## config.mk

```make
export PLATFORM = sky130hd
export DESIGN_NAME = range_normalized_rainbow_colormap_unit
export DESIGN_NICKNAME = d
export VERILOG_FILES = /design/src/rtl/rnrc_pkg.sv /design/src/rtl/range_normalized_rainbow_colormap_unit.sv /design/src/rtl/rnrc_front.sv /design/src/rtl/rnrc_queue.sv /design/src/rtl/rnrc_back.sv
export SDC_FILE = /design/constraint.sdc
export NUM_CORES = 1
export LEC_CHECK = 0
export BUFFER_PORTS_ARGS = -buffer_cell sky130_fd_sc_hd__buf_2
export CORE_AREA = 2 2 273 275
export CTS_CLUSTER_SIZE = 24
export DETAILED_ROUTE_END_ITERATION = 10
export DIE_AREA = 0 0 275 277
export SLEW_MARGIN = 20
export SYNTH_ARGS = -nofsm -noshare
export SYNTH_HDL_FRONTEND = slang
export SYNTH_SLANG_ARGS = --single-unit
```

## constraint.sdc

```tcl
create_clock -name clk_i -period 6 [get_ports clk_i]
set_clock_uncertainty 0.15 [all_clocks]
set_input_delay 0 -clock clk_i [delete_from_list [all_inputs] [get_ports clk_i]]
set_output_delay 0 -clock clk_i [all_outputs]
set_load 0.05 [all_outputs]
```

## src/rtl/rnrc_pkg.sv

```systemverilog
// ----------------------------------------------------------------------------
// Range-normalized rainbow colormap package
// Operation codes, job kinds, back-end states and the level-to-color map.
// ----------------------------------------------------------------------------
package rnrc_pkg;

  localparam int unsigned FRAC_BITS   = 16;
  localparam int unsigned LEVEL_BITS  = 8;
  localparam int unsigned KIND_BITS   = 3;
  localparam int unsigned QUEUE_DEPTH = 2;
  localparam logic [LEVEL_BITS-1:0] LEVEL_MAX = 8'd255;

  typedef enum logic [1:0] {
    OP_FIRST   = 2'd0,
    OP_MEASURE = 2'd1,
    OP_COLOR   = 2'd2,
    OP_NONE    = 2'd3
  } op_e;

  // What the back end has to do with a color job.
  typedef enum logic [KIND_BITS-1:0] {
    KIND_WHITE = 3'd0,
    KIND_ZERO  = 3'd1,
    KIND_FLAT  = 3'd2,
    KIND_FULL  = 3'd3,
    KIND_DIV   = 3'd4
  } kind_e;

  typedef enum logic [1:0] {
    BK_IDLE  = 2'd0,
    BK_DIV   = 2'd1,
    BK_ROUND = 2'd2,
    BK_EMIT  = 2'd3
  } back_state_e;

  typedef struct packed {
    logic [7:0] red;
    logic [7:0] green;
    logic [7:0] blue;
  } rgb_t;

  // Blue at level 0, green at 128, red at 255; twice the distance from the midpoint.
  function automatic rgb_t color_map(input logic [LEVEL_BITS-1:0] level);
    rgb_t       c;
    logic [7:0] twice;
    twice = {level[6:0], 1'b0};
    if (level[7]) begin
      c.red   = twice;
      c.green = ~twice;
      c.blue  = 8'd0;
    end else begin
      c.red   = 8'd0;
      c.green = twice;
      c.blue  = ~twice;
    end
    return c;
  endfunction

endpackage

```

## src/rtl/range_normalized_rainbow_colormap_unit.sv

```systemverilog
// ----------------------------------------------------------------------------
// Range-normalized rainbow colormap unit
// Tracks the range of a coordinate and false-colors points from blue to red.
// ----------------------------------------------------------------------------
// Flow: a measure is held in the front-end hold register and then applied to the
// range registers. A color job passes the hold register, the job queue and the
// back end, which divides and rounds in the scaled case, to the output register.
// Throughput: one transaction per cycle for measures while no color job waits on a
// full queue; a scaled job holds the back end through the 8-step restoring divider.
// Reset: asynchronous, active low; the range resets to zero and rainbow mode on.
// ----------------------------------------------------------------------------
module range_normalized_rainbow_colormap_unit #(
  parameter int unsigned COORD_WIDTH = 32
) (
  input  logic                   clk_i,
  input  logic                   rst_ni,
  // Configuration write channel: the rainbow enable bit.
  input  logic                   cfg_valid_i,
  output logic                   cfg_ready_o,
  input  logic                   cfg_rainbow_enable_i,
  // Input channel.
  input  logic                   in_valid_i,
  output logic                   in_ready_o,
  input  logic [1:0]             operation_i,
  input  logic [COORD_WIDTH-1:0] coordinate_i,
  // Result channel.
  output logic                   out_valid_o,
  input  logic                   out_ready_i,
  output logic [7:0]             red_o,
  output logic [7:0]             green_o,
  output logic [7:0]             blue_o
);

  // A queued job carries its kind, the distance from the minimum and the range width.
  localparam int unsigned JOB_W = rnrc_pkg::KIND_BITS + 2 * COORD_WIDTH;

  logic                   rainbow_q, rainbow_d;
  logic                   push_valid, push_ready, pop_valid, pop_ready;
  rnrc_pkg::kind_e        push_kind;
  logic [COORD_WIDTH-1:0] push_d, push_r;
  logic [JOB_W-1:0]       push_job, pop_job;
  rnrc_pkg::kind_e        pop_kind;
  logic [COORD_WIDTH-1:0] pop_d, pop_r;

  // The register is always ready; a write takes effect on the same edge.
  assign cfg_ready_o = 1'b1;
  assign rainbow_d   = (cfg_valid_i && cfg_ready_o) ? cfg_rainbow_enable_i : rainbow_q;

  always_ff @(posedge clk_i or negedge rst_ni) begin
    if (!rst_ni) begin
      rainbow_q <= 1'b1;
    end else begin
      rainbow_q <= rainbow_d;
    end
  end

  // The front end applies measures at once and turns each color transaction
  // into a job with its case already decided, so the back end never needs the bounds.
  rnrc_front #(
    .COORD_WIDTH (COORD_WIDTH)
  ) u_front (
    .clk_i            (clk_i),
    .rst_ni           (rst_ni),
    .in_valid_i       (in_valid_i),
    .in_ready_o       (in_ready_o),
    .operation_i      (operation_i),
    .coordinate_i     (coordinate_i),
    .rainbow_enable_i (rainbow_q),
    .push_valid_o     (push_valid),
    .push_ready_i     (push_ready),
    .push_kind_o      (push_kind),
    .push_d_o         (push_d),
    .push_r_o         (push_r)
  );

  assign push_job = {push_kind, push_d, push_r};

  rnrc_queue #(
    .DATA_WIDTH (JOB_W)
  ) u_queue (
    .clk_i        (clk_i),
    .rst_ni       (rst_ni),
    .push_valid_i (push_valid),
    .push_ready_o (push_ready),
    .push_data_i  (push_job),
    .pop_valid_o  (pop_valid),
    .pop_ready_i  (pop_ready),
    .pop_data_o   (pop_job)
  );

  assign pop_kind = rnrc_pkg::kind_e'(pop_job[JOB_W-1 -: rnrc_pkg::KIND_BITS]);
  assign pop_d    = pop_job[2*COORD_WIDTH-1 -: COORD_WIDTH];
  assign pop_r    = pop_job[COORD_WIDTH-1:0];

  // The back end computes the level, divides in the scaled case, and holds
  // the result in an output register while the next job waits in the queue.
  rnrc_back #(
    .COORD_WIDTH (COORD_WIDTH)
  ) u_back (
    .clk_i       (clk_i),
    .rst_ni      (rst_ni),
    .pop_valid_i (pop_valid),
    .pop_ready_o (pop_ready),
    .pop_kind_i  (pop_kind),
    .pop_d_i     (pop_d),
    .pop_r_i     (pop_r),
    .out_valid_o (out_valid_o),
    .out_ready_i (out_ready_i),
    .red_o       (red_o),
    .green_o     (green_o),
    .blue_o      (blue_o)
  );

  // The input side stalls only when a color job cannot enter a full queue.
  assert property (@(posedge clk_i) disable iff (!rst_ni)
    !in_ready_o |-> (push_valid && !push_ready))
    else $error("input stalled while the queue had room");

  // Once the back end takes a job it is busy for at least the next cycle.
  assert property (@(posedge clk_i) disable iff (!rst_ni)
    (pop_valid && pop_ready) |=> !pop_ready)
    else $error("back end took two jobs in consecutive cycles");

  // A color result is white, or has no red or no blue.
  assert property (@(posedge clk_i) disable iff (!rst_ni)
    out_valid_o |-> (red_o == 8'd0 || blue_o == 8'd0
                     || (red_o == 8'hFF && green_o == 8'hFF && blue_o == 8'hFF)))
    else $error("color result outside the blue-green-red map");

endmodule

```

## src/rtl/rnrc_front.sv

```systemverilog
// ----------------------------------------------------------------------------
// Range-normalized rainbow colormap front end
// Takes input transactions, keeps the measured range and classifies color jobs.
// ----------------------------------------------------------------------------
module rnrc_front #(
  parameter int unsigned COORD_WIDTH = 32
) (
  input  logic                       clk_i,
  input  logic                       rst_ni,
  input  logic                       in_valid_i,
  output logic                       in_ready_o,
  input  logic [1:0]                 operation_i,
  input  logic [COORD_WIDTH-1:0]     coordinate_i,
  input  logic                       rainbow_enable_i,
  output logic                       push_valid_o,
  input  logic                       push_ready_i,
  output rnrc_pkg::kind_e            push_kind_o,
  output logic [COORD_WIDTH-1:0]     push_d_o,
  output logic [COORD_WIDTH-1:0]     push_r_o
);

  // Range bounds are kept as offset-binary keys so that unsigned compares order them.
  localparam logic [COORD_WIDTH-1:0] KEY_OF_ZERO = {1'b1, {(COORD_WIDTH-1){1'b0}}};

  logic                   hold_valid_q, hold_valid_d;
  logic [1:0]             hold_op_q;
  logic [COORD_WIDTH-1:0] hold_x_q;
  logic [COORD_WIDTH-1:0] kmin_q, kmin_d, kmax_q, kmax_d;
  logic [COORD_WIDTH-1:0] kx;
  logic                   is_color, done, accept;

  assign kx       = {~hold_x_q[COORD_WIDTH-1], hold_x_q[COORD_WIDTH-2:0]};
  assign is_color = (rnrc_pkg::op_e'(hold_op_q) == rnrc_pkg::OP_COLOR);
  assign done     = hold_valid_q && (!is_color || push_ready_i);
  assign in_ready_o   = !hold_valid_q || done;
  assign accept       = in_valid_i && in_ready_o;
  assign push_valid_o = hold_valid_q && is_color;

  assign push_d_o = kx - kmin_q;
  assign push_r_o = kmax_q - kmin_q;

  always_comb begin
    if (!rainbow_enable_i) begin
      push_kind_o = rnrc_pkg::KIND_WHITE;
    end else if (kx <= kmin_q) begin
      push_kind_o = rnrc_pkg::KIND_ZERO;
    end else if (kmax_q == kmin_q) begin
      push_kind_o = rnrc_pkg::KIND_FLAT;
    end else if (kx >= kmax_q) begin
      push_kind_o = rnrc_pkg::KIND_FULL;
    end else begin
      push_kind_o = rnrc_pkg::KIND_DIV;
    end
  end

  always_comb begin
    kmin_d = kmin_q;
    kmax_d = kmax_q;
    if (hold_valid_q) begin
      case (rnrc_pkg::op_e'(hold_op_q))
        rnrc_pkg::OP_FIRST: begin
          kmin_d = kx;
          kmax_d = kx;
        end
        rnrc_pkg::OP_MEASURE: begin
          if (kx < kmin_q) kmin_d = kx;
          if (kx > kmax_q) kmax_d = kx;
        end
        default: begin
        end
      endcase
    end
  end

  always_comb begin
    if (accept) begin
      hold_valid_d = 1'b1;
    end else if (done) begin
      hold_valid_d = 1'b0;
    end else begin
      hold_valid_d = hold_valid_q;
    end
  end

  always_ff @(posedge clk_i or negedge rst_ni) begin
    if (!rst_ni) begin
      hold_valid_q <= 1'b0;
      kmin_q       <= KEY_OF_ZERO;
      kmax_q       <= KEY_OF_ZERO;
    end else begin
      hold_valid_q <= hold_valid_d;
      kmin_q       <= kmin_d;
      kmax_q       <= kmax_d;
    end
  end

  always_ff @(posedge clk_i) begin
    if (accept) begin
      hold_op_q <= operation_i;
      hold_x_q  <= coordinate_i;
    end
  end

endmodule

```

## src/rtl/rnrc_queue.sv

```systemverilog
// ----------------------------------------------------------------------------
// Range-normalized rainbow colormap job queue
// Two-entry FIFO that decouples the front end from the back end.
// ----------------------------------------------------------------------------
module rnrc_queue #(
  parameter int unsigned DATA_WIDTH = 67
) (
  input  logic                  clk_i,
  input  logic                  rst_ni,
  input  logic                  push_valid_i,
  output logic                  push_ready_o,
  input  logic [DATA_WIDTH-1:0] push_data_i,
  output logic                  pop_valid_o,
  input  logic                  pop_ready_i,
  output logic [DATA_WIDTH-1:0] pop_data_o
);

  localparam int unsigned PTR_BITS = $clog2(rnrc_pkg::QUEUE_DEPTH);
  localparam int unsigned CNT_BITS = $clog2(rnrc_pkg::QUEUE_DEPTH + 1);

  logic [DATA_WIDTH-1:0] slot_q [rnrc_pkg::QUEUE_DEPTH];
  logic [PTR_BITS-1:0]   wr_ptr_q, wr_ptr_d, rd_ptr_q, rd_ptr_d;
  logic [CNT_BITS-1:0]   count_q, count_d;
  logic                  do_push, do_pop;

  assign push_ready_o = (count_q != CNT_BITS'(rnrc_pkg::QUEUE_DEPTH));
  assign pop_valid_o  = (count_q != '0);
  assign do_push      = push_valid_i && push_ready_o;
  assign do_pop       = pop_valid_o && pop_ready_i;
  assign pop_data_o   = slot_q[rd_ptr_q];

  always_comb begin
    wr_ptr_d = wr_ptr_q;
    rd_ptr_d = rd_ptr_q;
    count_d  = count_q;
    if (do_push) begin
      wr_ptr_d = (wr_ptr_q == PTR_BITS'(rnrc_pkg::QUEUE_DEPTH - 1)) ? '0 : wr_ptr_q + 1'b1;
    end
    if (do_pop) begin
      rd_ptr_d = (rd_ptr_q == PTR_BITS'(rnrc_pkg::QUEUE_DEPTH - 1)) ? '0 : rd_ptr_q + 1'b1;
    end
    if (do_push && !do_pop) begin
      count_d = count_q + 1'b1;
    end else if (do_pop && !do_push) begin
      count_d = count_q - 1'b1;
    end
  end

  always_ff @(posedge clk_i or negedge rst_ni) begin
    if (!rst_ni) begin
      wr_ptr_q <= '0;
      rd_ptr_q <= '0;
      count_q  <= '0;
    end else begin
      wr_ptr_q <= wr_ptr_d;
      rd_ptr_q <= rd_ptr_d;
      count_q  <= count_d;
    end
  end

  always_ff @(posedge clk_i) begin
    if (do_push) begin
      slot_q[wr_ptr_q] <= push_data_i;
    end
  end

endmodule

```

## src/rtl/rnrc_back.sv

```systemverilog
// ----------------------------------------------------------------------------
// Range-normalized rainbow colormap back end
// Works out the color level, with a restoring divider for the scaled case.
// ----------------------------------------------------------------------------
module rnrc_back #(
  parameter int unsigned COORD_WIDTH = 32
) (
  input  logic                   clk_i,
  input  logic                   rst_ni,
  input  logic                   pop_valid_i,
  output logic                   pop_ready_o,
  input  rnrc_pkg::kind_e        pop_kind_i,
  input  logic [COORD_WIDTH-1:0] pop_d_i,
  input  logic [COORD_WIDTH-1:0] pop_r_i,
  output logic                   out_valid_o,
  input  logic                   out_ready_i,
  output logic [7:0]             red_o,
  output logic [7:0]             green_o,
  output logic [7:0]             blue_o
);

  localparam int unsigned LB      = rnrc_pkg::LEVEL_BITS;
  localparam int unsigned DW      = COORD_WIDTH + LB;
  localparam int unsigned FLAT_W  = COORD_WIDTH + rnrc_pkg::FRAC_BITS;
  localparam int unsigned CNT_W   = $clog2(LB);

  rnrc_pkg::back_state_e state_q, state_d;

  logic [DW-1:0]          rem_q, rem_d, div_q, div_d;
  logic [COORD_WIDTH-1:0] r_q, r_d;
  logic [LB-1:0]          quot_q, quot_d, level_q, level_d;
  logic [CNT_W-1:0]       cnt_q, cnt_d;
  logic                   white_q, white_d;
  logic                   out_valid_q, out_valid_d;
  rnrc_pkg::rgb_t         rgb_q, rgb_d;

  logic                   take_job, div_step, round_step, emit, out_free;
  logic [DW-1:0]          n_init, r_ext;
  logic [FLAT_W-1:0]      flat_ext, flat_sum;
  logic [LB-1:0]          flat_level;
  logic                   round_up;

  assign out_free = !out_valid_q || out_ready_i;

  // 255*d as (d << 8) - d.
  assign n_init = {pop_d_i, {LB{1'b0}}} - {{LB{1'b0}}, pop_d_i};
  assign r_ext  = {{LB{1'b0}}, r_q};

  assign round_up = (rem_q >= (r_ext - rem_q));

  // Scale of one: round the Q16.16 distance to an integer and saturate.
  assign flat_ext   = {{rnrc_pkg::FRAC_BITS{1'b0}}, pop_d_i};
  assign flat_sum   = (flat_ext >> rnrc_pkg::FRAC_BITS)
                    + FLAT_W'(flat_ext[rnrc_pkg::FRAC_BITS-1]);
  assign flat_level = (flat_sum > FLAT_W'(rnrc_pkg::LEVEL_MAX)) ? rnrc_pkg::LEVEL_MAX
                                                                : flat_sum[LB-1:0];

  always_comb begin
    state_d = state_q;
    case (state_q)
      rnrc_pkg::BK_IDLE: begin
        if (pop_valid_i) begin
          state_d = (pop_kind_i == rnrc_pkg::KIND_DIV) ? rnrc_pkg::BK_DIV : rnrc_pkg::BK_EMIT;
        end
      end
      rnrc_pkg::BK_DIV: begin
        if (cnt_q == '0) state_d = rnrc_pkg::BK_ROUND;
      end
      rnrc_pkg::BK_ROUND: begin
        state_d = rnrc_pkg::BK_EMIT;
      end
      rnrc_pkg::BK_EMIT: begin
        if (out_free) state_d = rnrc_pkg::BK_IDLE;
      end
      default: begin
        state_d = rnrc_pkg::BK_IDLE;
      end
    endcase
  end

  always_comb begin
    pop_ready_o = (state_q == rnrc_pkg::BK_IDLE);
    take_job    = pop_ready_o && pop_valid_i;
    div_step    = (state_q == rnrc_pkg::BK_DIV);
    round_step  = (state_q == rnrc_pkg::BK_ROUND);
    emit        = (state_q == rnrc_pkg::BK_EMIT) && out_free;
  end

  always_comb begin
    rem_d   = rem_q;
    div_d   = div_q;
    r_d     = r_q;
    quot_d  = quot_q;
    cnt_d   = cnt_q;
    level_d = level_q;
    white_d = white_q;
    if (take_job) begin
      white_d = (pop_kind_i == rnrc_pkg::KIND_WHITE);
      r_d     = pop_r_i;
      rem_d   = n_init;
      div_d   = {1'b0, pop_r_i, {(LB-1){1'b0}}};
      quot_d  = '0;
      cnt_d   = CNT_W'(LB - 1);
      case (pop_kind_i)
        rnrc_pkg::KIND_ZERO: level_d = '0;
        rnrc_pkg::KIND_FULL: level_d = rnrc_pkg::LEVEL_MAX;
        rnrc_pkg::KIND_FLAT: level_d = flat_level;
        default:             level_d = level_q;
      endcase
    end
    if (div_step) begin
      if (rem_q >= div_q) begin
        rem_d  = rem_q - div_q;
        quot_d = {quot_q[LB-2:0], 1'b1};
      end else begin
        quot_d = {quot_q[LB-2:0], 1'b0};
      end
      div_d = div_q >> 1;
      cnt_d = cnt_q - 1'b1;
    end
    if (round_step) begin
      level_d = quot_q + LB'(round_up);
    end
  end

  always_comb begin
    rgb_d = rgb_q;
    if (emit) begin
      out_valid_d = 1'b1;
      rgb_d = white_q ? '1 : rnrc_pkg::color_map(level_q);
    end else if (out_ready_i) begin
      out_valid_d = 1'b0;
    end else begin
      out_valid_d = out_valid_q;
    end
  end

  always_ff @(posedge clk_i or negedge rst_ni) begin
    if (!rst_ni) begin
      state_q     <= rnrc_pkg::BK_IDLE;
      out_valid_q <= 1'b0;
    end else begin
      state_q     <= state_d;
      out_valid_q <= out_valid_d;
    end
  end

  always_ff @(posedge clk_i) begin
    rem_q   <= rem_d;
    div_q   <= div_d;
    r_q     <= r_d;
    quot_q  <= quot_d;
    cnt_q   <= cnt_d;
    level_q <= level_d;
    white_q <= white_d;
    rgb_q   <= rgb_d;
  end

  assign out_valid_o = out_valid_q;
  assign red_o       = rgb_q.red;
  assign green_o     = rgb_q.green;
  assign blue_o      = rgb_q.blue;

endmodule
```

### Word level (Yosys, flattened, before mapping)

Memories as Yosys holds them, arrays and structs flattened.
Cells that the tools add are included.

* flip-flop bits (word level): 262
* RAM bits: 134
* input bits: 40
* word-level logic and storage cells: 130
* memories: 1

* add/subtract/negate cells: 12
* $lt $le $gt $ge: 7
* eq/ne operators: 16
* muxes and demuxes: 38
* bitwise gates (word level): 2
* reduce and logical (&&, ||, !) cells: 32

Memory list
* u_queue.slot_q: words 2, width 67, rd ports 1, clocked after Yosys merged registers in 0, wr ports 1, RTL line rnrc_queue.sv:21 `logic [DATA_WIDTH-1:0] slot_q [rnrc_pkg::QUEUE_DEPTH];`

Operators with widths (number)
* 32-bit one-hot mux with 2 select lines: 2
* 40-bit two-way mux: 3
* 32-bit two-way mux: 2
* 32-bit subtractor: 2
* 48-bit by 8-bit greater-than comparator with 1-bit output, second input constant: 1
* 40-bit by 39-bit greater-or-equal comparator with 1-bit output: 1
* 40-bit greater-or-equal comparator: 1
* 8-bit two-way mux: 5
* 32-bit by 40-bit subtractor with 40-bit output: 1
* 40-bit by 32-bit subtractor with 40-bit output: 1
* 40-bit by 39-bit subtractor with 40-bit output: 1
* 39-bit two-way mux: 1
* 38-bit two-way mux: 1
* 32-bit == test: 1
* 32-bit greater-or-equal comparator: 1
* 32-bit greater-than comparator: 1
* 32-bit less-or-equal comparator: 1
* 32-bit < comparator: 1
* 24-bit two-way mux: 1
* 8-bit one-hot mux with 3 select lines: 1
* 3-bit two-way mux: 6
* 16-bit by 1-bit adder with 17-bit output: 1
* 2-bit nonzero test: 7
* 2-bit two-way mux: 6
* other kinds (24): 58

### Depth between registers and ports, before layout

Gate-level depths: netlist (run 1).

* depth after elaboration: 7
* gate-level depth with buffers: 31

### Cells and area by module

A second synthesis (run 1) with hierarchy kept.

* cells, all modules: 2717
* area, all modules: 27068.5 sq um

Modules (own cells, without submodules)
* rnrc_back: instances 1, cells each 1437, area an instance 12972.4 sq um, seq. area each 4329.2 sq um
* rnrc_front: instances 1, cells each 1049, area an instance 8923.6 sq um, seq. area each 2650.0 sq um
* rnrc_queue: instances 1, cells each 227, area an instance 5119.9 sq um, seq. area each 4124.0 sq um
* range_normalized_rainbow_colormap_unit: instances 1, cells each 4, area an instance 52.6 sq um, seq. area each 26.3 sq um

### Worst setup path before layout (run 1)

Ideal clock, no wire load.

* kind: register -> register
* start: register u_back.rem_q[1]
* end: register u_back.level_q[6], data pin
* data arrival time: 5040 ps
* data required time: 5584 ps
* slack: 544 ps
* cell stages (with the launch flop): 30
* path buffers: 0
* clock period less this slack: 5456 ps
* path through: dfxtp_1 -> inv_1 -> ha_1 -> nor2b_1 -> o31a_1 -> a21bo_1 -> or3_1 -> a21oi_1 -> o21bai_1 -> a21oi_1 -> o21ai_1 -> o41ai_1 -> xor2_1 -> ha_1 -> a21oi_1 -> nor3_1 -> a2111oi_0 -> a21oi_1 -> or3_1 -> a211oi_1 -> o211a_1 -> a2111o_1 -> a31oi_1 -> ha_1 -> ha_1 -> and3_1 -> nand3_1 -> xnor2_1 -> nand2_1 -> o21ai_1

* cells in the longest elaborated chain, start to end: 4

RTL lines
* start, declared: RTL line rnrc_back.sv:29 `logic [DW-1:0] rem_q, rem_d, div_q, div_d;`
* start signal, assigned: RTL line rnrc_back.sv:149 `rem_q <= rem_d;`
* 32-bit by 40-bit subtractor with 40-bit output: RTL line rnrc_back.sv:49 `assign round_up = (rem_q >= (r_ext - rem_q));`
* 40-bit greater-or-equal comparator *: RTL line rnrc_back.sv:49
* 8-bit by 1-bit adder with 8-bit output *: RTL line rnrc_back.sv:122 `level_d = quot_q + LB'(round_up);`
* 8-bit two-way mux *: RTL line rnrc_back.sv:121 `if (round_step) begin`
* named net u_back.level_d[6]: RTL line rnrc_back.sv:31 `logic [LB-1:0] quot_q, quot_d, level_q, level_d;`
* end signal, assigned: RTL line rnrc_back.sv:154 `level_q <= level_d;`
* end, declared: RTL line rnrc_back.sv:31

The timed path passes the listed nets; every way through them passes the cells marked *.
A chain may end at the register's enable or synchronous reset.

### Worst setup path after layout (run 1)

* start: register u_back.r_q[1]
* end: register u_back.level_q[7], data pin

* cells in the longest elaborated chain, start to end: 4

RTL lines
* start, declared: RTL line rnrc_back.sv:30 `logic [COORD_WIDTH-1:0] r_q, r_d;`
* start signal, assigned: RTL line rnrc_back.sv:151 `r_q <= r_d;`
* 32-bit by 40-bit subtractor with 40-bit output: RTL line rnrc_back.sv:49
* 40-bit greater-or-equal comparator: RTL line rnrc_back.sv:49
* 8-bit by 1-bit adder with 8-bit output: RTL line rnrc_back.sv:122
* 8-bit two-way mux: RTL line rnrc_back.sv:121
* named net u_back.level_d[7]: RTL line rnrc_back.sv:31

The timed path passes the listed nets, and every way through them passes these cells.

==> metrics, run 1 <==
Post-route DRC=0; Crit Path Category=reg2reg; vias per cell=roughly 5.2; Num CTS Buffers=42; Reg-to-Reg Start=u_back.r_q[1]$_DFFE_PP_; Seq cells post-synth=around 400; cell count after synthesis=2472; CTS Root Cell=clkbuf_16; CTS clock-pin slew for the worst setup and hold paths=0.06 ns; Overflow after GRT=0; Post-Syn Area per Cell=10.3 um^2; outcome=complete, no violations; I/O pin cnt=67; fin worst setup slack=between 0.05 and 0.06 ns; row count=100; largest net degree at the start of global routing=68; Unique masters post-synth=a little under 90; Seq/Total Area, Yosys=43.7%; starting density of the core=around 35%; dpl hpwl=just under 50000 um; Req. time, crit path=~6.2 ns; Pre-Repair DR Iteration Count=8; relative slew slack=between 20% and 30%; Die H=about 280 um; final net count=slightly below 3k; Worst Path Max Fanout=3; layout cell share with drive strength beyond 1=approximately 12%; H-tree Lvls=2; Ys Warns=0; n_diodes=0; commonest non-fill, non-tap cell in the layout=edfxtp_1; Critical Path Source Type=register; Mapped Area=about 25000 um^2; I/O Buffers=65; initial antenna violation count=0; first-pass GRT wire length=between 100000 and 150000 um; Max Cap Violations=0; post-route core utilization=40.4%; 1st-iter DRT viols=between 1k and 1.5k; worst min-delay path class=in2async; actual slew at the worst max-slew pin=approximately 1.1 ns; FMAX=roughly 170 MHz; Post-Route WL=roughly 64000 um; FFs w/ async S/R, synth=a little under a fifth; Core Region=73600 um^2; RR Endpoint=u_back.level_q[7]$_DFFE_PP_; R2R Setup Slk=roughly 0.05 ns; Main synth FF type=edfxtp_1; crit path DAT=around 6.1 ns; RSZ-0062 raised after global routing=yes; vias in the first global route=~19k; CP Capture Type=register; worst skew pair latency=approximately 0.57 ns; Final min period=~5.9 ns; setup violators final=0; Total GRT Usage=16.5%; wire per inst=~17 um; Slew Limit Fails=0; antenna violation net count after detailed routing=0; R2R depth=27; P&R area growth vs syn=16.8%; Clock Path Buffers=3; TritonCTS clock tree=yes; Syn Nets=roughly 2.8k; Setup WS pre-CTS=-0.260 ns; most frequent cells in the layout=283 x edfxtp_1, 246 x ha_1, 222 x inv_1, 207 x a21oi_1, 138 x nor2_1; Chip Width=about 280 um; period utilization=slightly below 100%; Setup TNS Final=0 ns; Routability Congestion=0.938; die area=around 76000 um^2; clock sink count=~400; vias post-DR=~19k; EDFF count, synth=around 280; Final Hold Viols=0
## per-stage QoR
| stage | cell area (um^2) | std cells | hold slack (ns) |
|---|---|---|---|
| finish | 29700 | 3674 | 0.0135 |
| global route | 29700 | 3674 | 0.0705 |
| CTS | 29500 | 3666 | 0.00486 |
| detailed placement | 27300 | 3513 | -0.309 |
| global placement | 27300 | 3513 | -0.308 |
| floorplan | 25500 | 2472 | -0.446 |
## area by class of cell
cell class / instances / area, um^2
inverters: 226 / 848
repair buffers: 213 / 1640
clock inverters: 20 / 198
clock buffers: 57 / 1200
well taps: 969 / 1210
fillers: 7132 / 43800
flip-flops and latches: 396 / 11100
multi-input cells: 1793 / 13500
## cell usage after synthesis, types with 41 or more instances
cell type / instances / share of area [%]
ha_1: 253 / 12
clkbuf_1: 42 / 0.62
o21ai_1: 61 / 1.2
a21o_1: 84 / 2.5
xnor2_1: 108 / 3.7
o21ai_0: 78 / 1.5
dfrtp_1: 70 / 6.9
nor2_1: 140 / 2.1
nand3_1: 41 / 0.81
nor3_1: 46 / 0.90
nand2_1: 133 / 2.0
xor2_1: 59 / 2.0
mux2_1: 57 / 2.5
inv_1: 222 / 3.3
edfxtp_1: 283 / 33
a21oi_1: 213 / 4.2
## flip-flops by register name (all words and copies together), names as in the netlist, 8 cells and up
name / count
u_back.blue_o: 8
u_back.div_q: 39
u_back.green_o: 8
u_back.level_q: 8
u_back.quot_q: 8
u_back.r_q: 32
u_back.red_o: 8
u_back.rem_q: 40
u_front.hold_x_q: 32
u_front.kmax_q: 32
u_front.kmin_q: 32
u_queue.slot_q: 134
## cells by family (layout without fill, tap and decap cells)
kind of cell               Yosys count  after routing  synth area share, %
DFF                                396            396                 43.7
buffers and inverters              283            516                 4.27
other                                1              1               0.0147
and+or+nand+nor                    575            575                 11.3
AOI/OAI and AO/OA                  658            658                 16.5
adders and majority gates          257            257                 12.7
muxes                              135            135                 5.78
xor gates and xnor gates           167            167                 5.74
## what timing repair did
| action | CTS | global route |
|---|---|---|
| resized for setup | 10 | 40 |
| endpoints found under the hold margin | 143 | 0 |
| pin swaps | 1 | 17 |
| hold buffers | 76 | 0 |
| setup buffers | 0 | 8 |
| setup endpoints to repair | 5 | 7 |
## worst max-delay path, cell delays in order, from the launching register on
cell	delay, ns
edfxtp_1	0.41
ha_1	0.31
nor2b_4	0.13
o31a_1	0.29
a21bo_1	0.21
o41a_1	0.49
or2_4	0.26
a21o_1	0.16
a21oi_2	0.14
buf_4	0.13
xor2_1	0.06
ha_1	0.32
nand4_1	0.15
buf_4	0.18
a2111oi_4	0.29
or3_4	0.21
a211oi_2	0.06
o211a_1	0.12
a2111o_1	0.34
a31oi_1	0.18
buf_4	0.16
ha_4	0.16
and3_4	0.21
nand3_4	0.08
or2_4	0.25
xnor2_1	0.12
nand2_1	0.06
o21ai_1	0.06
## worst max path at each step
| stage | start | endpoint | slack (ns) |
|---|---|---|---|
| 6_report | u_back.r_q[1]$_DFFE_PP_ | u_back.level_q[7]$_DFFE_PP_ | 0.05 |
| 5_1_grt | u_back.r_q[0]$_DFFE_PP_ | u_back.level_q[7]$_DFFE_PP_ | -0.20 |
| 4_1_cts | u_back.r_q[0]$_DFFE_PP_ | u_back.level_q[7]$_DFFE_PP_ | -0.02 |
| 3_5_place_dp | u_back.r_q[0]$_DFFE_PP_ | u_back.level_q[7]$_DFFE_PP_ | -0.26 |
| 3_3_place_gp | u_back.r_q[1]$_DFFE_PP_ | u_back.level_q[7]$_DFFE_PP_ | -0.17 |
| 2_1_floorplan | u_back.rem_q[1]$_DFF_P_ | u_back.level_q[6]$_DFFE_PP_ | 0.54 |
## layer usage
layer | routed length (um) | track usage (%)
met2 | 29300 | 27.4
met3 | 2420 | 1.86
met4 | 2180 | 5.78
met1 | 29600 | 22.3
met5 | 0 | 0
Power of run 1 is left out: the tool's default activity adds up to more than one toggle a clock period on the data nets, which glitch-free logic cannot reach.
==> run 2, diff against run 1 <==
--- a/config.mk
+++ b/config.mk
@@ -5,11 +5,12 @@
 export SDC_FILE = /design/constraint.sdc
 export NUM_CORES = 1
 export LEC_CHECK = 0
-export BUFFER_PORTS_ARGS = -buffer_cell sky130_fd_sc_hd__buf_2
+export BUFFER_PORTS_ARGS = -buffer_cell sky130_fd_sc_hd__buf_4
 export CORE_AREA = 2 2 273 275
 export CTS_CLUSTER_SIZE = 24
 export DETAILED_ROUTE_END_ITERATION = 10
 export DIE_AREA = 0 0 275 277
+export GPL_TIMING_DRIVEN = 0
 export SLEW_MARGIN = 20
 export SYNTH_ARGS = -nofsm -noshare
 export SYNTH_HDL_FRONTEND = slang
==> run 2 against run 1 <==
- clock-buffer cell count shrank 9
- largest cell class unchanged
- flip-flop and latch count stayed put
- routed wire length up 6.8%
- critical path type unchanged
==> metrics, run 2 (same netlist as run 1, synthesis figures left out) <==
Pre-Repair DR Iteration Count=5 (-3); Routability Congestion=0.923 (-1.6%); vias per cell=5.20 (+0.24%); actual slew at the worst max-slew pin=1.08 ns (+0.0278 ns); metal1 wirelength=29900 um (+0.79%); TritonCTS clock tree=yes; Overflow after GRT=0 (unchanged); Chip Width=275 um (unchanged); outcome=complete, no violations; first-pass GRT wire length=106000 um (+5.7%); Total GRT Usage=17.8% (+1.3 points); CTS Root Cell=clkbuf_16; FMAX=167 MHz (-0.39%); most flop-heavy register=u_queue.slot_q; I/O Buffers=65 (unchanged); placed insts=3511 (-0.057%); worst min-delay path class=in2reg; Hold EP=u_front.hold_valid_q$_DFFE_PN0P_; vias post-DR=19.1k (+0.30%); 1st-iter DRT viols=1174 (+4.2%); row count=100 (unchanged); Finished Layout Cells=3676 (+0.054%); I/O pin cnt=67 (unchanged); Fillers=7131 (-0.014%); setup violators final=0 (unchanged); wire length on met2=33300 um (+14%); Req. time, crit path=6.17 ns (about the same); routed length on met3=2470 um (+1.9%); Post-Route WL=67900 um (+6.8%); relative slew slack=28.1% (-1.9 points); commonest non-fill, non-tap cell in the layout=edfxtp_1; Critical Path Source Type=register; P&R area growth vs syn=17.3%; number of flip-flops in the largest register=134 (unchanged); dpl hpwl=53600 um (+9.6%); Worst Path Max Fanout=3 (unchanged); Clock Path Buffers=3 (unchanged); family with the most delay on the worst path=compound AO/OA/AOI/OAI gates; die area=76200 um^2 (unchanged); most frequent cells in the layout=283 x edfxtp_1, 250 x ha_1, 220 x inv_1, 207 x a21oi_1, 139 x nor2_1; Largest stage delay, worst path=0.39 ns (-0.10 ns); Num CTS Buffers=42 (unchanged); Max Cap Violations=0 (unchanged); CP max-delay cell=o41a_1; wire per inst=18.5 um (+6.7%); Core Region=73600 um^2 (unchanged); Final min period=5.97 ns (+0.0233 ns); worst skew pair latency=0.60 ns (+0.03 ns); RSZ-0062 raised after global routing=yes; starting density of the core=34.6% (unchanged); WHS Path Cells=3; R2R Setup Slk=0.03 ns (-0.02 ns); crit path DAT=6.14 ns (+0.03 ns); Reg-to-Reg Start=u_back.rem_q[1]$_DFF_P_; Final Hold Viols=0 (unchanged); H-tree Lvls=2 (unchanged); CP bufs+invs=1 (-2); period utilization=99.5% (+0.39 points); RR Endpoint=u_back.level_q[7]$_DFFE_PP_; final net count=2970 (+0.034%); Die H=277 um (unchanged); vias in the first global route=19.4k (+1.4%); Post-route DRC=0 (unchanged); initial antenna violation count=0 (unchanged); biggest regs=u_queue.slot_q x134, u_back.rem_q x40, u_back.div_q x39; clock sink count=396 (unchanged); n_diodes=0 (unchanged); CP Capture Type=register; Max Used Layer=met4; CTS clock-pin slew for the worst setup and hold paths=0.06 ns (about the same); Slew Limit Fails=0 (unchanged); hold wc startpoint=in_valid_i; antenna violation net count after detailed routing=0 (unchanged); Crit Path Category=reg2reg; largest net degree at the start of global routing=58 (-15%); layout cell share with drive strength beyond 1=10.9% (-1.6 points); R2R depth=28 (+3.7%)
run 2: cell count changes in the layout (fill, tap and decap cells not counted), sizes merged:
cell / delta
buf: -40
clkbuf: +32
clkinv: +9
bufinv: +5
inv: -5
clkinvlp: +1
run 2: area by class of cell:
class | count | area (um^2) | area share (%)
clock inverter | 30 | 374 | 1.25
buffer | 55 | 236 | 0.792
tap | 969 | 1210 | 4.06
multi-input combinational | 1793 | 13500 | 45.2
timing repair buffer | 159 | 1450 | 4.87
inverter | 226 | 848 | 2.84
clock buffer | 48 | 1100 | 3.70
sequential | 396 | 11100 | 37.3
run 2: through the flow:
step	hold WS [ns]	instance area (um^2)	TNS (ns)	setup WS, ns	util [%]
after global placement	0.0281	27200	-26.67	-1.07	36.9
after CTS	0.00518	29700	-0.0187	-0.0187	40.4
after detailed placement	0.0279	27300	-13.72	-0.970	37.1
after floorplan	-0.446	25500	0	0.544	-
final	0.0334	29900	0	0.0278	40.6
after global routing	0.0378	29900	-0.478	-0.186	40.6
run 2: worst reg2reg max path: cells and delay by family (launching register included):
| family | cells | cell delay [ns] |
|---|---|---|
| simple gates | 9 | 1.49 |
| flops | 1 | 0.35 |
| compound gates | 13 | 2.53 |
| fa+ha+maj | 3 | 0.87 |
| xor+xnor | 2 | 0.27 |
| buf+inv | 1 | 0.05 |
run 2: per-layer routing:
layer | up-vias | global-route usage (%)
li1 | 9422 | -
met1 | 9178 | 22.5
met2 | 410 | 31.4
met3 | 119 | 1.93
met4 | 0 | 5.99
met5 | - | 0
run 2: how the worst max path moves through the flow:
| stage | start | endpoint | slack [ns] | cells past startpoint |
|---|---|---|---|---|
| 4_1_cts | u_back.r_q[0]$_DFFE_PP_ | u_back.level_q[7]$_DFFE_PP_ | -0.02 | 29 |
| 6_report | u_back.rem_q[1]$_DFF_P_ | u_back.level_q[7]$_DFFE_PP_ | 0.03 | 28 |
| 3_3_place_gp | u_back.r_q[0]$_DFFE_PP_ | u_back.level_q[7]$_DFFE_PP_ | -1.07 | 29 |
| 5_1_grt | u_back.r_q[1]$_DFFE_PP_ | u_back.level_q[7]$_DFFE_PP_ | -0.19 | 27 |
| 3_5_place_dp | u_queue.rd_ptr_q$_DFFE_PN0P_ | u_back.rem_q[34]$_DFF_P_ | -0.97 | 18 |
| 2_1_floorplan | u_back.rem_q[1]$_DFF_P_ | u_back.level_q[6]$_DFFE_PP_ | 0.54 | 29 |
run 2: timing repair:
action	CTS	global route
setup buffers	5	8
pin swaps	11	29
gates resized for setup	30	28
endpoints found under the hold margin	146	0
endpoints found under the setup margin	28	5
hold buffers	76	0
gates cloned	0	0
Power of run 2 is left out for the same reason.
